`config.mk`:
```
export PLATFORM = sky130hd
export DESIGN_NAME = sam_ram
export DESIGN_NICKNAME = d
export VERILOG_FILES = /design/src/hw/rtl/suffix_automaton_matcher_macros.svh /design/src/hw/rtl/sam_ram.sv
export SDC_FILE = /design/constraint.sdc
export NUM_CORES = 1
export LEC_CHECK = 0
export BUFFER_PORTS_ARGS = -buffer_cell sky130_fd_sc_hd__buf_2
export CORE_MARGIN = 2
export CORE_UTILIZATION = 54
export CTS_CLUSTER_DIAMETER = 40
export DETAILED_ROUTE_END_ITERATION = 7
export MAX_ROUTING_LAYER = met4
export PLACE_DENSITY = 0.85
export SLEW_MARGIN = 30
export SYNTH_ARGS = -nofsm -noshare
export SYNTH_HDL_FRONTEND = slang
export SYNTH_SLANG_ARGS = --single-unit
```
`constraint.sdc`:
```
create_clock -name aclk -period 1.6 [get_ports aclk]
set_clock_uncertainty 0.1 [all_clocks]
set_input_delay 0.16 -clock aclk [delete_from_list [all_inputs] [get_ports aclk]]
set_output_delay 0.16 -clock aclk [all_outputs]
set_load 0.02 [all_outputs]
```
`src/hw/rtl/suffix_automaton_matcher_macros.svh`:
```
// ----------------------------------------------------------------------------
// Suffix automaton matcher assertion macros
// Shorthand for clocked implication checks with synchronous active-low reset.
// ----------------------------------------------------------------------------
`ifndef SUFFIX_AUTOMATON_MATCHER_MACROS_SVH
`define SUFFIX_AUTOMATON_MATCHER_MACROS_SVH

// same-cycle implication
`define SAM_ASSERT_IMPL(lbl, clk, rstn, ante, cons) \
    lbl: assert property (@(posedge clk) disable iff (!(rstn)) (ante) |-> (cons)) \
        else $error("sam assertion failed");

// next-cycle implication
`define SAM_ASSERT_NEXT(lbl, clk, rstn, ante, cons) \
    lbl: assert property (@(posedge clk) disable iff (!(rstn)) (ante) |=> (cons)) \
        else $error("sam assertion failed");

`endif

```
`src/hw/rtl/sam_ram.sv`:
```
// ----------------------------------------------------------------------------
// Suffix automaton matcher RAM
// Single write port, single read port, registered read.
// ----------------------------------------------------------------------------
module sam_ram #(
    parameter int DATA_W = 8,
    parameter int DEPTH  = 16
) (
    input  logic                     aclk,
    input  logic                     we,
    input  logic [$clog2(DEPTH)-1:0] waddr,
    input  logic [DATA_W-1:0]        wdata,
    input  logic [$clog2(DEPTH)-1:0] raddr,
    output logic [DATA_W-1:0]        rdata
);

    logic [DATA_W-1:0] mem [DEPTH];

    always_ff @(posedge aclk) begin
        if (we) begin
            mem[waddr] <= wdata;
        end
        rdata <= mem[raddr];
    end

endmodule

```
==> results.toml <==
[cells_and_area]
n_fill_cell = 564
syn2layout_area_growth_pct = 20.83
drive_gt1_share_pct = 32.79
antenna_cells = 0
final_cells = 437
nets = 313

[power]
p_leak_uw = 0.002144
powerDensity_mw_per_mm2 = 1300
max-vdd-ir-drop_mv = 1.293

[global_route]
top_usage_layer = "met2"
met1_usage_pct = 28.49
grt_pass1_wl_mm = 15.21
grt_pass1_vias = 2586
grt_usage_pct = 22.06
grt_util_met2_pct = 33.96
overflow = 0
grt_use_met3_pct = 6.073
antenna_found_initial = 0
grt_max_degree = 33

[detailed_routing]
drc = 0
viasPerCell = 5.918
num_vias = 2586
drt_wl_total_mm = 10.02
first_pass_iters = 5
wl_per_cell_um = 22.94
ant_nets = 0
drt_iter0_drc = 243

[critical_path]
slowest_stage = "mux4_1"
crit_path_max_fanout = 1
crit_chain = "mux4_1, a22oi_1, nand2_1"
startpoint = "mem[2][2]$_DFFE_PP_"
max_stage_delay_ns = 0.51
critPathKind = "register to register"
crit_arrival_ns = 1.78
r2r_start = "mem[2][2]$_DFFE_PP_"
setup.worst_path.end_class = "register"
critPathLaunchType = "register"
required_ns = 1.90

[sta]
fmax_mhz = 674.6
slew_headroom_pct = 57.35
slew_viol_final = 0
grt_setup_unrepaired = "false"
worstMarginPinSlew_ns = 0.6374
setup_violations = 0
hold_slack_ns = 0.09568
hold_viol = 0
min_period_over_period_pct = 92.64
fin_crit_ns = 1.482
setup_tns_ns = 0

[synthesis]
netlist_area_mm2 = 0.005147
ys_ff_latch = 136
synth_area_leader_cell = "edfxtp_1"
ys_seq_area_share_pct = 77.78
yosysMostFrequentCell = "edfxtp_1"
syn_nets = 247
async_flop_share_pct = 0
yosys-top-cells-area = "edfxtp_1 75%, mux4_2 7.9%, mux4_1 7.1%"
yosysTopAreaCellShare_pct = 74.67
synth_common_cells = "128 x edfxtp_1, 18 x mux4_2, 16 x a22oi_1, 14 x mux4_1, 13 x nor2_1"
synthFlopType = "edfxtp_1"
synth_cell_types = 19
synth_edf_count = 128
synthCells = 229
syn_area_per_cell_um2 = 22.48
yosysWarnings = 0

[floorplan]
die_h_um = 101.6
rows = 35
start_util_pct = 55.71
dieArea_mm2 = 0.01033
core_area_mm2 = 0.009240
ioPinCount = 26
die_w_um = 101.6

[clock_tree]
htree_levels = 4
cts_inserted_buffers = 17
cts_tree = "yes"
worstSkewPairLatency_ns = 0.53
clk_pin_slew_worst_paths_ns = 0.06
cts_root_buffer = "clkbuf_8"
post_cts_buffers = 0
clock_sinks = 136
cts_resized = 0
clk_path_buf_depth = 2

[placement]
dp_cells = 397
place.gp.congestion = 0.7950
io_buffers = 25
dp_hpwl_mm = 5.988

[worst_hold_path]
hold_class = "primary input to register"
min_from = "waddr[0]"

[status]
run_status = "finished clean"

[run]
max-cap-violations = 0
==> layout by cell type (no fill, tap or decap), types with 3 or more instances in the layout <==
cell type,count
clkinv_4,5
clkinvlp_4,3
dlygate4sd3_1,8
a22oi_1,16
nor3_1,3
clkbuf_16,16
buf_2,25
mux4_2,18
nor2_1,13
dfxtp_1,8
edfxtp_1,128
nand2_1,9
buf_4,21
clkinv_2,4
mux4_1,14
buf_12,3
==> stage by stage <==
stage / utilization [%] / setup slack (ns) / total power, µW / instance area (µm²)
global route: 67.31 / 0.03437 / 8305 / 6220
CTS: 67.31 / 0.1207 / 8130 / 6220
floorplan: - / 0.07385 / 4306 / 5152
global placement: 60.28 / -0.05190 / 4461 / 5570
detailed placement: 60.28 / -0.06297 / 4480 / 5570
finish: 67.31 / 0.1177 / 8087 / 6220
==> kinds of logic (layout without fill, tap and decap cells) <==
family	Yosys count	in the layout	share of synthesized area, %
AOI/OAI and AO/OA	16	16	2.334
DFF	136	136	77.78
and+or+nand+nor	35	35	3.184
muxes	32	32	15.02
buffers and inverters	10	89	1.677
==> power breakdown <==
part	internal, µW	switching [µW]
Combinational	180	237
Sequential	3980	27.2
Clock	2220	1440
Total	6380	1710
==> repair_timing <==
action                                 in CTS  in global routing
hold buffers                                8                  0
endpoints found under the hold margin     128                  0
setup endpoints to repair                   0                  0
==> sequential cells by signal (all words and copies together) (netlist names) <==
| signal | flops |
|---|---|
| mem | 128 |
| rdata | 8 |
==> final timing paths <==
kind         slack, ns  cells past startpoint                   to
min                0.1                      3  mem[0][5]$_DFFE_PP_
max reg2reg       0.12                      3     rdata[2]$_DFF_P_
min reg2reg       0.57                      3     rdata[1]$_DFF_P_
max               0.12                      3     rdata[2]$_DFF_P_
==> layout make-up <==
type                            count  area, µm²  share of cell area, %
Tap cell                          129      161.4                  2.595
Multi-Input combinational cell     83       1062                  17.08
Sequential cell                   136       4004                  64.37
Timing Repair Buffer               57      422.9                  6.799
Clock inverter                     15      155.1                  2.494
Clock buffer                       17      414.1                  6.659
==> layer usage <==
layer  vias to the layer above  share of wire (%)
met3                        29                9.0
met1                      1304                 38
met5                         -                  0
met4                         0                2.6
met2                       148                 50
li1                       1105                  -
==> critical path, delay by kind of cell (launching register included) <==
family           cells  cell delay (ns)
multiplexers         1             0.51
flip-flops           1             0.38
AO/OA/AOI/OAI        1             0.27
AND/OR/NAND/NOR      1             0.10
Note: power is estimated with default switching activity, not from simulation.
